===== src/pwcs_pkg.sv =====
`timescale 1ns / 1ps
// ----------------------------------------------------------------------------
// pwcs_pkg
// Shared types and codes for the priority wait counting semaphore.
// ----------------------------------------------------------------------------
package pwcs_pkg;

    localparam int WAIT_SLOTS_DEF = 8;
    localparam int TICK_BITS_DEF  = 16;
    localparam int MAX_THREADS    = 16;

    localparam logic [7:0] COUNT_MAX = 8'd255;

    localparam logic [2:0] CMD_GET  = 3'd0;
    localparam logic [2:0] CMD_PUT  = 3'd1;
    localparam logic [2:0] CMD_DEL  = 3'd2;
    localparam logic [2:0] CMD_TICK = 3'd3;
    localparam logic [2:0] CMD_SET  = 3'd4;

    localparam logic [2:0] ST_OK          = 3'd0;
    localparam logic [2:0] ST_TIMEOUT     = 3'd1;
    localparam logic [2:0] ST_WOULD_BLOCK = 3'd2;
    localparam logic [2:0] ST_DELETED     = 3'd3;
    localparam logic [2:0] ST_CONTEXT     = 3'd4;
    localparam logic [2:0] ST_OVERFLOW    = 3'd5;
    localparam logic [2:0] ST_FULL        = 3'd6;
    localparam logic [2:0] ST_SUSPENDED   = 3'd7;

    localparam logic [0:0] KIND_REPLY = 1'b0;
    localparam logic [0:0] KIND_WAKE  = 1'b1;

    typedef logic [2:0] pwcs_op_t;

    localparam pwcs_op_t OP_NOP    = 3'd0;
    localparam pwcs_op_t OP_INSERT = 3'd1;
    localparam pwcs_op_t OP_SHIFT  = 3'd2;
    localparam pwcs_op_t OP_TICK   = 3'd3;
    localparam pwcs_op_t OP_DROP   = 3'd4;

    typedef struct packed {
        logic       valid;
        logic       expired;
        logic [3:0] thread;
        logic [7:0] prio;
    } pwcs_entry_t;

    typedef struct packed {
        pwcs_op_t   op;
        logic [3:0] thread;
        logic [7:0] prio;
    } pwcs_ctrl_t;

    typedef struct packed {
        logic       empty;
        logic       full;
        logic [3:0] head_thread;
        logic       any_expired;
        logic [3:0] expired_thread;
    } pwcs_stat_t;

endpackage


===== src/priority_wait_counting_semaphore.sv =====
`timescale 1ns / 1ps
// ----------------------------------------------------------------------------
// priority_wait_counting_semaphore
// Counting semaphore with a priority-ordered row of waiting threads.
// ----------------------------------------------------------------------------
// Channel   Fields (low bit first)
// s_axis    tuser: cmd; tdata: caller_thread, priority_req, wait_ticks,
//           caller_is_thread, new_count
// m_axis    tuser: report_kind; tlast: last; tdata: report_thread, status,
//           count_now
// cfg       cfg_wdata: start count, loaded into the count on cfg_we
//
// Each command is registered and runs in S_EXEC. Get, put with no waiter,
// set_count and unknown commands reply there; a put with a waiter wakes the
// head and replies in S_REPLY; delete wakes each waiter, then replies; tick
// counts down and wakes each expired waiter in S_SCAN, then replies. Results
// use the output register. Reset empties the wait row and clears the count.
// While a result waits in the output register, execution stalls; one further
// command can still be taken, and it is held until the waiting result leaves.
// ----------------------------------------------------------------------------
module priority_wait_counting_semaphore #(
    parameter int WAIT_SLOTS = pwcs_pkg::WAIT_SLOTS_DEF,
    parameter int TICK_BITS  = pwcs_pkg::TICK_BITS_DEF
) (
    input  logic        clk,
    input  logic        rst_n,
    input  logic        cfg_we,
    input  logic [7:0]  cfg_wdata,
    input  logic        s_tvalid,
    output logic        s_tready,
    input  logic [39:0] s_tdata,  // caller_thread, priority_req, wait_ticks,
                                  // caller_is_thread, new_count
    input  logic [2:0]  s_tuser,  // cmd
    output logic        m_tvalid,
    input  logic        m_tready,
    output logic [15:0] m_tdata,  // report_thread, status, count_now
    output logic [0:0]  m_tuser,  // report_kind
    output logic        m_tlast
);

    localparam logic [1:0] S_IDLE  = 2'd0;
    localparam logic [1:0] S_EXEC  = 2'd1;
    localparam logic [1:0] S_REPLY = 2'd2;
    localparam logic [1:0] S_SCAN  = 2'd3;

    logic [1:0]  state_reg, state_next;
    logic [2:0]  cmd_reg, cmd_next;
    logic [3:0]  thr_reg, thr_next;
    logic [7:0]  prio_reg, prio_next;
    logic [16:0] wt_reg, wt_next;
    logic        ctx_reg, ctx_next;
    logic [7:0]  newc_reg, newc_next;
    logic [7:0]  count_reg, count_next;

    logic        out_valid_reg, out_valid_next;
    logic [0:0]  out_kind_reg, out_kind_next;
    logic [3:0]  out_thread_reg, out_thread_next;
    logic [2:0]  out_status_reg, out_status_next;
    logic [7:0]  out_count_reg, out_count_next;
    logic        out_last_reg, out_last_next;

    pwcs_pkg::pwcs_ctrl_t ctrl;
    pwcs_pkg::pwcs_stat_t stat;
    logic [TICK_BITS-1:0] new_ticks;
    logic [31:0]          wait32;
    logic [31:0]          tmax32;
    logic [7:0]           count_op;
    logic                 can_emit;
    logic                 emit;
    logic [0:0]           e_kind;
    logic [3:0]           e_thread;
    logic [2:0]           e_status;
    logic                 e_last;

    assign s_tready = (state_reg == S_IDLE);
    assign can_emit = !out_valid_reg || m_tready;

    assign wait32    = {16'd0, wt_reg[15:0]};
    assign tmax32    = 32'((64'd1 << TICK_BITS) - 64'd1);
    assign new_ticks = (wait32 > tmax32) ? tmax32[TICK_BITS-1:0]
                                         : wait32[TICK_BITS-1:0];

    pwcs_row #(
        .WAIT_SLOTS(WAIT_SLOTS),
        .TICK_BITS (TICK_BITS)
    ) u_row (
        .clk       (clk),
        .rst_n     (rst_n),
        .ctrl      (ctrl),
        .new_ticks (new_ticks),
        .stat      (stat)
    );

    always_comb
    begin
        state_next  = state_reg;
        cmd_next    = cmd_reg;
        thr_next    = thr_reg;
        prio_next   = prio_reg;
        wt_next     = wt_reg;
        ctx_next    = ctx_reg;
        newc_next   = newc_reg;
        count_op    = count_reg;
        ctrl.op     = pwcs_pkg::OP_NOP;
        ctrl.thread = thr_reg;
        ctrl.prio   = prio_reg;
        emit        = 1'b0;
        e_kind      = pwcs_pkg::KIND_REPLY;
        e_thread    = thr_reg;
        e_status    = pwcs_pkg::ST_OK;
        e_last      = 1'b1;

        unique case (state_reg)
            S_IDLE:
            begin
                if (s_tvalid)
                begin
                    cmd_next   = s_tuser;
                    thr_next   = s_tdata[3:0];
                    prio_next  = s_tdata[11:4];
                    wt_next    = s_tdata[28:12];
                    ctx_next   = s_tdata[29];
                    newc_next  = s_tdata[37:30];
                    state_next = S_EXEC;
                end
            end
            S_EXEC:
            begin
                if (can_emit)
                begin
                    emit       = 1'b1;
                    state_next = S_IDLE;
                    unique case (cmd_reg)
                        pwcs_pkg::CMD_GET:
                        begin
                            priority if (count_reg != 8'd0)
                            begin
                                count_op = count_reg - 8'd1;
                            end
                            else if (wt_reg[16])
                            begin
                                e_status = pwcs_pkg::ST_WOULD_BLOCK;
                            end
                            else if (!ctx_reg ||
                                     ({28'd0, thr_reg} >= 32'(pwcs_pkg::MAX_THREADS)))
                            begin
                                e_status = pwcs_pkg::ST_CONTEXT;
                            end
                            else if (stat.full)
                            begin
                                e_status = pwcs_pkg::ST_FULL;
                            end
                            else
                            begin
                                ctrl.op  = pwcs_pkg::OP_INSERT;
                                e_status = pwcs_pkg::ST_SUSPENDED;
                            end
                        end
                        pwcs_pkg::CMD_PUT:
                        begin
                            priority if (!stat.empty)
                            begin
                                ctrl.op    = pwcs_pkg::OP_SHIFT;
                                e_kind     = pwcs_pkg::KIND_WAKE;
                                e_thread   = stat.head_thread;
                                e_last     = 1'b0;
                                state_next = S_REPLY;
                            end
                            else if (count_reg == pwcs_pkg::COUNT_MAX)
                            begin
                                e_status = pwcs_pkg::ST_OVERFLOW;
                            end
                            else
                            begin
                                count_op = count_reg + 8'd1;
                            end
                        end
                        pwcs_pkg::CMD_DEL:
                        begin
                            if (!stat.empty)
                            begin
                                ctrl.op    = pwcs_pkg::OP_SHIFT;
                                e_kind     = pwcs_pkg::KIND_WAKE;
                                e_thread   = stat.head_thread;
                                e_status   = pwcs_pkg::ST_DELETED;
                                e_last     = 1'b0;
                                state_next = S_EXEC;
                            end
                        end
                        pwcs_pkg::CMD_TICK:
                        begin
                            emit       = 1'b0;
                            ctrl.op    = pwcs_pkg::OP_TICK;
                            state_next = S_SCAN;
                        end
                        pwcs_pkg::CMD_SET:
                        begin
                            count_op = newc_reg;
                        end
                        default:
                        begin
                        end
                    endcase
                end
            end
            S_REPLY:
            begin
                if (can_emit)
                begin
                    emit       = 1'b1;
                    state_next = S_IDLE;
                end
            end
            S_SCAN:
            begin
                if (can_emit)
                begin
                    emit = 1'b1;
                    if (stat.any_expired)
                    begin
                        ctrl.op  = pwcs_pkg::OP_DROP;
                        e_kind   = pwcs_pkg::KIND_WAKE;
                        e_thread = stat.expired_thread;
                        e_status = pwcs_pkg::ST_TIMEOUT;
                        e_last   = 1'b0;
                    end
                    else
                    begin
                        state_next = S_IDLE;
                    end
                end
            end
            default:
            begin
                state_next = S_IDLE;
            end
        endcase

        count_next = cfg_we ? cfg_wdata : count_op;

        out_valid_next  = out_valid_reg && !m_tready;
        out_kind_next   = out_kind_reg;
        out_thread_next = out_thread_reg;
        out_status_next = out_status_reg;
        out_count_next  = out_count_reg;
        out_last_next   = out_last_reg;
        if (emit)
        begin
            out_valid_next  = 1'b1;
            out_kind_next   = e_kind;
            out_thread_next = e_thread;
            out_status_next = e_status;
            out_count_next  = count_op;
            out_last_next   = e_last;
        end
    end

    always_ff @(posedge clk or negedge rst_n)
    begin
        if (!rst_n)
        begin
            state_reg     <= S_IDLE;
            count_reg     <= 8'd0;
            out_valid_reg <= 1'b0;
        end
        else
        begin
            state_reg     <= state_next;
            count_reg     <= count_next;
            out_valid_reg <= out_valid_next;
        end
    end

    always_ff @(posedge clk)
    begin
        cmd_reg        <= cmd_next;
        thr_reg        <= thr_next;
        prio_reg       <= prio_next;
        wt_reg         <= wt_next;
        ctx_reg        <= ctx_next;
        newc_reg       <= newc_next;
        out_kind_reg   <= out_kind_next;
        out_thread_reg <= out_thread_next;
        out_status_reg <= out_status_next;
        out_count_reg  <= out_count_next;
        out_last_reg   <= out_last_next;
    end

    assign m_tvalid = out_valid_reg;
    assign m_tdata  = {1'b0, out_count_reg, out_status_reg, out_thread_reg};
    assign m_tuser  = out_kind_reg;
    assign m_tlast  = out_last_reg;

endmodule


===== src/pwcs_cell.sv =====
`timescale 1ns / 1ps
// ----------------------------------------------------------------------------
// pwcs_cell
// One slot of the wait row: holds a waiter and trades it with its neighbors.
// ----------------------------------------------------------------------------
module pwcs_cell #(
    parameter int TICK_BITS = pwcs_pkg::TICK_BITS_DEF
) (
    input  logic                  clk,
    input  logic                  rst_n,
    input  pwcs_pkg::pwcs_ctrl_t  ctrl,
    input  logic [TICK_BITS-1:0]  new_ticks,
    input  pwcs_pkg::pwcs_entry_t left_entry,
    input  logic [TICK_BITS-1:0]  left_ticks,
    input  logic                  left_greater,
    input  pwcs_pkg::pwcs_entry_t right_entry,
    input  logic [TICK_BITS-1:0]  right_ticks,
    input  logic                  seen_in,
    input  logic [3:0]            pick_in,
    output pwcs_pkg::pwcs_entry_t entry,
    output logic [TICK_BITS-1:0]  ticks,
    output logic                  greater,
    output logic                  seen_out,
    output logic [3:0]            pick_out
);

    pwcs_pkg::pwcs_entry_t entry_reg, entry_next;
    logic [TICK_BITS-1:0]  ticks_reg, ticks_next;

    assign entry    = entry_reg;
    assign ticks    = ticks_reg;
    assign greater  = !entry_reg.valid || (entry_reg.prio > ctrl.prio);
    assign seen_out = seen_in || (entry_reg.valid && entry_reg.expired);
    assign pick_out = seen_in ? pick_in : entry_reg.thread;

    always_comb
    begin
        entry_next = entry_reg;
        ticks_next = ticks_reg;
        unique case (ctrl.op)
            pwcs_pkg::OP_INSERT:
            begin
                if (greater && !left_greater)
                begin
                    entry_next.valid   = 1'b1;
                    entry_next.expired = 1'b0;
                    entry_next.thread  = ctrl.thread;
                    entry_next.prio    = ctrl.prio;
                    ticks_next         = new_ticks;
                end
                else if (greater)
                begin
                    entry_next = left_entry;
                    ticks_next = left_ticks;
                end
            end
            pwcs_pkg::OP_SHIFT:
            begin
                entry_next = right_entry;
                ticks_next = right_ticks;
            end
            pwcs_pkg::OP_TICK:
            begin
                if (entry_reg.valid && (ticks_reg != '0))
                begin
                    ticks_next         = ticks_reg - 1'b1;
                    entry_next.expired = (ticks_reg == TICK_BITS'(1));
                end
            end
            pwcs_pkg::OP_DROP:
            begin
                if (seen_out)
                begin
                    entry_next = right_entry;
                    ticks_next = right_ticks;
                end
            end
            default:
            begin
            end
        endcase
    end

    always_ff @(posedge clk or negedge rst_n)
    begin
        if (!rst_n)
        begin
            entry_reg <= '0;
            ticks_reg <= '0;
        end
        else
        begin
            entry_reg <= entry_next;
            ticks_reg <= ticks_next;
        end
    end

endmodule


===== src/pwcs_row.sv =====
`timescale 1ns / 1ps
// ----------------------------------------------------------------------------
// pwcs_row
// Row of wait cells kept in wake order, head in cell zero.
// ----------------------------------------------------------------------------
module pwcs_row #(
    parameter int WAIT_SLOTS = pwcs_pkg::WAIT_SLOTS_DEF,
    parameter int TICK_BITS  = pwcs_pkg::TICK_BITS_DEF
) (
    input  logic                 clk,
    input  logic                 rst_n,
    input  pwcs_pkg::pwcs_ctrl_t ctrl,
    input  logic [TICK_BITS-1:0] new_ticks,
    output pwcs_pkg::pwcs_stat_t stat
);

    pwcs_pkg::pwcs_entry_t ent      [WAIT_SLOTS];
    logic [TICK_BITS-1:0]  tck      [WAIT_SLOTS];
    logic                  grt      [WAIT_SLOTS];
    logic                  seen     [WAIT_SLOTS];
    logic [3:0]            pick     [WAIT_SLOTS];
    pwcs_pkg::pwcs_entry_t l_ent    [WAIT_SLOTS];
    logic [TICK_BITS-1:0]  l_tck    [WAIT_SLOTS];
    logic                  l_grt    [WAIT_SLOTS];
    logic                  l_seen   [WAIT_SLOTS];
    logic [3:0]            l_pick   [WAIT_SLOTS];
    pwcs_pkg::pwcs_entry_t r_ent    [WAIT_SLOTS];
    logic [TICK_BITS-1:0]  r_tck    [WAIT_SLOTS];

    for (genvar i = 0; i < WAIT_SLOTS; i++)
    begin : g_cell
        if (i == 0)
        begin : g_first
            assign l_ent[i]  = '0;
            assign l_tck[i]  = '0;
            assign l_grt[i]  = 1'b0;
            assign l_seen[i] = 1'b0;
            assign l_pick[i] = '0;
        end
        else
        begin : g_inner
            assign l_ent[i]  = ent[i-1];
            assign l_tck[i]  = tck[i-1];
            assign l_grt[i]  = grt[i-1];
            assign l_seen[i] = seen[i-1];
            assign l_pick[i] = pick[i-1];
        end

        if (i == WAIT_SLOTS - 1)
        begin : g_last
            assign r_ent[i] = '0;
            assign r_tck[i] = '0;
        end
        else
        begin : g_mid
            assign r_ent[i] = ent[i+1];
            assign r_tck[i] = tck[i+1];
        end

        pwcs_cell #(
            .TICK_BITS(TICK_BITS)
        ) u_cell (
            .clk          (clk),
            .rst_n        (rst_n),
            .ctrl         (ctrl),
            .new_ticks    (new_ticks),
            .left_entry   (l_ent[i]),
            .left_ticks   (l_tck[i]),
            .left_greater (l_grt[i]),
            .right_entry  (r_ent[i]),
            .right_ticks  (r_tck[i]),
            .seen_in      (l_seen[i]),
            .pick_in      (l_pick[i]),
            .entry        (ent[i]),
            .ticks        (tck[i]),
            .greater      (grt[i]),
            .seen_out     (seen[i]),
            .pick_out     (pick[i])
        );
    end

    assign stat.empty          = !ent[0].valid;
    assign stat.full           = ent[WAIT_SLOTS-1].valid;
    assign stat.head_thread    = ent[0].thread;
    assign stat.any_expired    = seen[WAIT_SLOTS-1];
    assign stat.expired_thread = pick[WAIT_SLOTS-1];

endmodule


===== config.mk =====
export PLATFORM = sky130hd
export DESIGN_NAME = priority_wait_counting_semaphore
export DESIGN_NICKNAME = d
export VERILOG_FILES = /design/src/pwcs_pkg.sv /design/src/priority_wait_counting_semaphore.sv /design/src/pwcs_cell.sv /design/src/pwcs_row.sv
export SDC_FILE = /design/constraint.sdc
export NUM_CORES = 1
export LEC_CHECK = 0
export ABC_AREA = 1
export BUFFER_PORTS_ARGS = -buffer_cell sky130_fd_sc_hd__buf_2
export CAP_MARGIN = 30
export CORE_MARGIN = 2
export CORE_UTILIZATION = 50
export CTS_BUF_LIST = sky130_fd_sc_hd__clkbuf_4 sky130_fd_sc_hd__clkbuf_8 sky130_fd_sc_hd__clkbuf_16
export CTS_CLUSTER_DIAMETER = 60
export DETAILED_ROUTE_END_ITERATION = 10
export PLACE_DENSITY = 0.66
export SYNTH_ARGS = -nofsm -noshare
export SYNTH_HDL_FRONTEND = slang
export SYNTH_SLANG_ARGS = --single-unit

===== constraint.sdc =====
create_clock -name clk -period 2.75 [get_ports clk]
set_clock_uncertainty 0.15 [all_clocks]
set_input_delay 0.55 -clock clk [delete_from_list [all_inputs] [get_ports clk]]
set_output_delay 0.55 -clock clk [all_outputs]
set_load 0.01 [all_outputs]

# After elaboration in Yosys (flattened, before gate mapping)
# Cells that the tools add are included.
# Widths: inputs -> output; s select.
totals:
  regBits: 309
  inputBits: 56
  out_inout_bits: 20
classes:
  n_addsub: 10
  magnitude_cmp: 9
  n_eq_ne: 49
  n_mux: 163
  n_reduce_logical: 90
ops:
  columns: ["operator", "count"]
  rows:
  - ["$mux 16", 32]
  - ["$pmux 16 s4", 8]
  - ["$mux 14", 23]
  - ["$pmux 12 s3", 8]
  - ["$eq 16x1->1 const B", 8]
  - ["$reduce_bool 16->1", 8]
  - ["$sub 16x1->16 const B", 8]
  - ["$gt 8x8->1", 8]
  - ["$mux 4", 12]
  - ["$mux 8", 6]
  - ["$ne 2x2->1 const B", 22]
  - ["$pmux 1 s4", 8]
  - ["$reduce_and 4->1", 8]
  - ["$mux 1", 30]
  - ["$logic_and 1x1->1", 24]
  - ["$pmux 1 s3", 8]
  - ["$pmux 8 s3", 1]
  - ["$reduce_and 3->1", 8]
  - ["$mux 3", 7]
  - ["$ne 3x3->1 const B", 7]
  - ["$mux 2", 10]
  - ["$logic_not 1->1", 17]
  - ["$gt 16x16->1 const B", 1]
  - ["$logic_or 1x1->1", 16]
  - ["22 further kinds", 33]

# Depth between registers and ports, before layout
logic_depth:
  word_depth: 14
  depth_mapped: 19

# Modules after synthesis
# Synthesis repeated with hierarchy kept, for this count alone.
unflattened:
  hier_cells: 4452
  hier_area_um2: 27428.8
modules_own_cells:
  columns: ["mod", "instances", "cells_per_inst", "area_each_um2"]
  rows:
  - ["pwcs_cell (u_row.g_cell[0].u_cell ...)", 4, 518, 2975.4]
  - ["pwcs_cell (u_row.g_cell[5].u_cell ...)", 2, 518, 3104.2]
  - ["priority_wait_counting_semaphore", 1, 305, 3179.3]
  - ["pwcs_cell (u_row.g_cell[4].u_cell)", 1, 519, 3159.3]
  - ["pwcs_cell (u_row.g_cell[7].u_cell)", 1, 518, 2972.9]
  - ["pwcs_row", 1, 2, 7.5]

# Worst setup path after synthesis
# Ideal clock, no wire load.
synth_timing:
  path_kind: "register to register"
  startpoint: "register prio_reg[7]"
  endpoint: "register u_row.g_cell[7].u_cell.entry_reg (netlist bit u_row.g_cell[7].u_cell.entry[1])"
  arrival_ns: 2.306
  path_slack_ns: 0.164
  path_stages_with_launch: 14
  period_less_slack_ns: 2.586
  path_cell_list: "edfxtp_1 > inv_1 > ha_1 > a21o_1 > nor2_1 > nand2_1 > a21oi_2 > nand2_1 > clkbuf_1 > clkbuf_1 > nand2_1 > o21ai_0 > nand3_1 > o21ai_0"
synth_via:
  elab_chain_cells: 6
  elab_cells_between_ends: 10
  classes_between: "2 x order compare; 1 x eq/ne; 2 x mux; 5 x reduce/logical"
synth_lines:
  columns: ["item", "line_no", "rtl"]
  rows:
  - ["start: declaration", "priority_wait_counting_semaphore.sv:49", "logic [7:0] prio_reg, prio_next;"]
  - ["start signal: assignment", "priority_wait_counting_semaphore.sv:278", "prio_reg <= prio_next;"]
  - ["$gt 8x8->1", "pwcs_cell.sv:32", "assign greater = !entry_reg.valid || (entry_reg.prio > ctrl.prio);"]
  - ["$logic_or 1x1->1", "pwcs_cell.sv:32", null]
  - ["$logic_not 1->1", "pwcs_cell.sv:43", "if (greater && !left_greater)"]
  - ["$logic_and 1x1->1", "pwcs_cell.sv:43", null]
  - ["$ne 3x3->1 (no source line) or $mux 14 (tied branches)", null, null]
  - ["$reduce_and 3->1 (no source line) or $pmux 12 s3 (tied branches)", null, null]
  - ["end signal: assignment", "pwcs_cell.sv:93", "entry_reg <= entry_next;"]
  - ["end: declaration", "pwcs_cell.sv:27", "pwcs_pkg::pwcs_entry_t entry_reg, entry_next;"]
# Parallel ways exist; a longest one is shown, timed or not.
# A chain may end at the register's enable or synchronous reset.

# Worst setup path in the final report
layout_timing:
  startpoint: "register u_row.g_cell[0].u_cell.entry_reg (netlist bit u_row.g_cell[0].u_cell.entry[13])"
  endpoint: "register u_row.g_cell[2].u_cell.entry_reg (netlist bit u_row.g_cell[2].u_cell.entry[6])"
layout_via:
  elab_chain_cells: 14
  elab_cells_between_ends: 22
  classes_between: "5 x eq/ne; 7 x mux; 10 x reduce/logical"
layout_lines:
  columns: ["item", "line_no", "rtl"]
  rows:
  - ["start: declaration", "pwcs_cell.sv:27", null]
  - ["start signal: assignment", "pwcs_cell.sv:93", null]
  - ["$logic_and 1x1->1", "pwcs_cell.sv:33", "assign seen_out = seen_in || (entry_reg.valid && entry_reg.expired);"]
  - ["$logic_or 1x1->1 (7 in series)", "pwcs_cell.sv:33", null]
  - ["$mux 3", "priority_wait_counting_semaphore.sv:219", "if (stat.any_expired)"]
  - ["$mux 3", "priority_wait_counting_semaphore.sv:216", "if (can_emit)"]
  - ["$pmux 3 s2", "priority_wait_counting_semaphore.sv:113", "unique case (state_reg)"]
  - ["$eq 3x1->1 (tied with other cells)", "pwcs_cell.sv:40", "unique case (ctrl.op)"]
  - ["$ne 3x3->1 (no source line) (tied with other cells)", null, null]
  - ["$reduce_and 3->1 (no source line)", null, null]
  - ["end signal: assignment", "pwcs_cell.sv:93", null]
  - ["end: declaration", "pwcs_cell.sv:27", null]
# Parallel ways exist; a longest one is shown, timed or not.

==> metrics.cfg <==
[outcome]
outcome=finished with violations
violations=design-rule violations

[setup_path]
critPathMaxFanout=39
endpoint_kind=register
crit_required_ns=3.09
cp-start-kind=register
r2r-start=u_row.g_cell[0].u_cell.entry[13]
crit_path_start=u_row.g_cell[0].u_cell.entry[13]
critPathKind=register to register
cp_data_arrival_time_ns=3.03

[global_route]
grt_pass1_wl_um=128000
grt_max_degree=61
first_global_vias=23800
antenna_found_initial=0
gr-total-overflow=0
grtUsageTotal_pct=32.3

[synth]
synth.area.top_cells=dfrtp_1 27%, nand2_1 23%, nand3_1 9.2%, edfxtp_1 7.4%, ha_1 4.3%
yosys_warnings=0
yosysTopAreaCellShare_pct=26.5
synth_top_area_cell=dfrtp_1
syn_inst=3684
avgSynthCellArea_um2=6.42
synth_cell_type_count=53
syn_nets=3822
seq_area_frac_synth_pct=33.9
synth_common_cells=1,465 x nand2_1, 436 x nand3_1, 273 x inv_1
synth_edf_count=58
syn_area_mm2=0.0237
ys_ff_latch=309
async_flop_share_pct=81.2
yosysMostFrequentCell=nand2_1
synth_ff_type=dfrtp_1

[finish]
register_area_mm2=0.00802
multi_input_area_mm2=0.0138
drive_gt1_share_pct=11.4
antenna_cells=0
num-fill-cells=4523
nets=3961
area_growth_syn_to_layout_pct=17.4
largest_reg_flops=128
fin_cells=4466

[cts]
clock_latency_ns=0.61
htreeDepth=2
cts_buffer_depth=3
clock-sinks=309
cts_tree=built
root_buffer=clkbuf_16
clk_pin_slew_ns=0.06
cts_made_buffers=44

[timing]
setup_viol=0
min_period_ns=2.69
final_hold_viol_count=0
period_share_pct=97.7
max_freq_ghz=0.372
hold-worst-slack_ns=0.0260
relSlewSlack_pct=49.6
worstMarginPinSlew_ns=0.757
rsz0062_at_grt=yes
slew_violations=0
tns_ns=0

[power]
total_power_mw=32.0
power_density_mw_per_mm2=1150
power.leakage_nw=14.4
peakVddDrop_uv=671

[detailed_routing]
drc=2
drtAntennaViolNets=0
vias_per_cell=5.54
dr_total_vias=24700
avgRoutedWirePerCell_um=18.0
drtPass1Iterations=9
drtIter0Drc=2352
wl_um=80200

[floorplanning]
io_pins=76
initial_utilization_pct=50.7
die_area_mm2=0.0491
core_area_mm2=0.0467
die_h_um=222
num_rows=79
die-width_um=222

[placed_design]
place.gp.congestion=0.946
hpwl_um=60200
dp.cells=4327
io_buffers=72

[hold_path]
hp-start=cfg_wdata[4]
hold_class=primary input to register

[job]
maxCapViolCount=0

==> per-layer routing <==
| metal | vias up | GRT usage, % | wire length, µm |
|---|---|---|---|
| met1 | 11500 | 43.0 | 35000 |
| met4 | 0 | 13.3 | 2930 |
| met5 | - | 0 | 0 |
| met3 | 188 | 4.49 | 5170 |
| met2 | 897 | 53.0 | 37100 |
| li1 | 12200 | - | - |
==> cells by family (layout without fill, tap and decap cells) <==
family	count (synthesis)	in the layout	synth area share, %
DFF	309	309	33.9
buffers and inverters	493	667	8.62
and+or+nand+nor	2335	2336	42.2
xor gates and xnor gates	46	46	1.70
other	1	1	0.0158
AOI/OAI and AO/OA	418	418	9.26
adders and majority gates	82	82	4.33
==> layout by cell type (no fill, tap or decap), types with 6 or more instances in the layout <==
cell type      Yosys  layout
a21o_1             7       7
a21oi_1          182     175
a21oi_4            2       8
a31oi_1            6       6
buf_12             0      36
buf_2             60      71
buf_4             16     134
clkbuf_16          0      45
clkbuf_4           0       6
clkinv_1           5       7
dfrtp_1          251     251
dlygate4sd3_1      0      42
edfxtp_1          58      58
ha_1              82      82
inv_1            273     271
inv_2             17      13
inv_4              2       6
inv_6              0       7
nand2_1         1465    1457
nand2_2            7      13
nand3_1          436     435
nand3_2            9      10
nand3b_1          13      13
nand4_1           41      41
nor2_1           250     245
nor2_2             3       8
nor2_4            17      18
nor3_1            50      50
o21ai_0          182     182
o21ai_1           18      18
or2_2             17      17
xnor2_1           19      19
xor2_1            27      27
==> area by class of cell <==
| type | instances | area share (%) |
|---|---|---|
| flip-flops and latches | 309 | 28.9 |
| repair buffers | 288 | 9.23 |
| clock inverters | 26 | 1.13 |
| clock buffers | 56 | 4.46 |
| well taps | 607 | 2.73 |
| inverters | 297 | 4.09 |
| multi-input cells | 2883 | 49.5 |
==> where the power goes <==
group | internal [mW] | leakage [nW] | total (mW) | switching [mW]
clock | 3.71 | 0.760 | 6.11 | 2.40
sequential | 6.54 | 3.81 | 9.24 | 2.70
combinational | 6.20 | 9.83 | 16.7 | 10.5
total | 16.4 | 14.4 | 32.0 | 15.6
==> timing repair <==
item / 4_1_cts / 5_1_grt
setup buffers: 0 / 14
setup endpoints to repair: 3 / 217
gates resized for setup: 1 / 32
endpoints found under the hold margin: 91 / 0
hold buffers: 42 / 0
gates cloned: 0 / 1
pin swaps: 2 / 20
==> metrics by stage <==
| step | setup WS, ns | instance area [µm²] | util [%] |
|---|---|---|---|
| 2_1_floorplan | 0.164 | 23700 | - |
| 3_3_place_gp | 0.0218 | 25600 | 54.8 |
| 3_5_place_dp | 0.0157 | 25600 | 54.8 |
| 4_1_cts | 0.00170 | 27500 | 59.0 |
| 5_1_grt | -0.0104 | 27800 | 59.6 |
| 6_report | 0.0646 | 27800 | 59.6 |
==> critical path, cell delays in order (launching register included) <==
cell and delay, ns:
dfrtp_1 0.54, buf_4 0.22, inv_2 0.06, nor2_4 0.17
inv_2 0.09, a21oi_4 0.21, nand2_4 0.16, nand2_8 0.21
buf_4 0.42, nand2_1 0.14, nand3_1 0.12, nand2_1 0.05
==> path summary, 6_finish.rpt <==
kind | to | slack (ns) | cells after the start
max in group asynchronous | u_row.g_cell[5].u_cell.ticks[10] | 1.39 | 3
max | u_row.g_cell[2].u_cell.entry[6] | 0.06 | 11
min | count_reg[4] | 0.03 | 3
min reg2reg | u_row.g_cell[6].u_cell.entry[9] | 0.34 | 2
max reg2reg | u_row.g_cell[2].u_cell.entry[6] | 0.06 | 11
min in group asynchronous | u_row.g_cell[1].u_cell.entry[4] | 0.32 | 2
No activity file was read; power rests on OpenSTA's default activity.
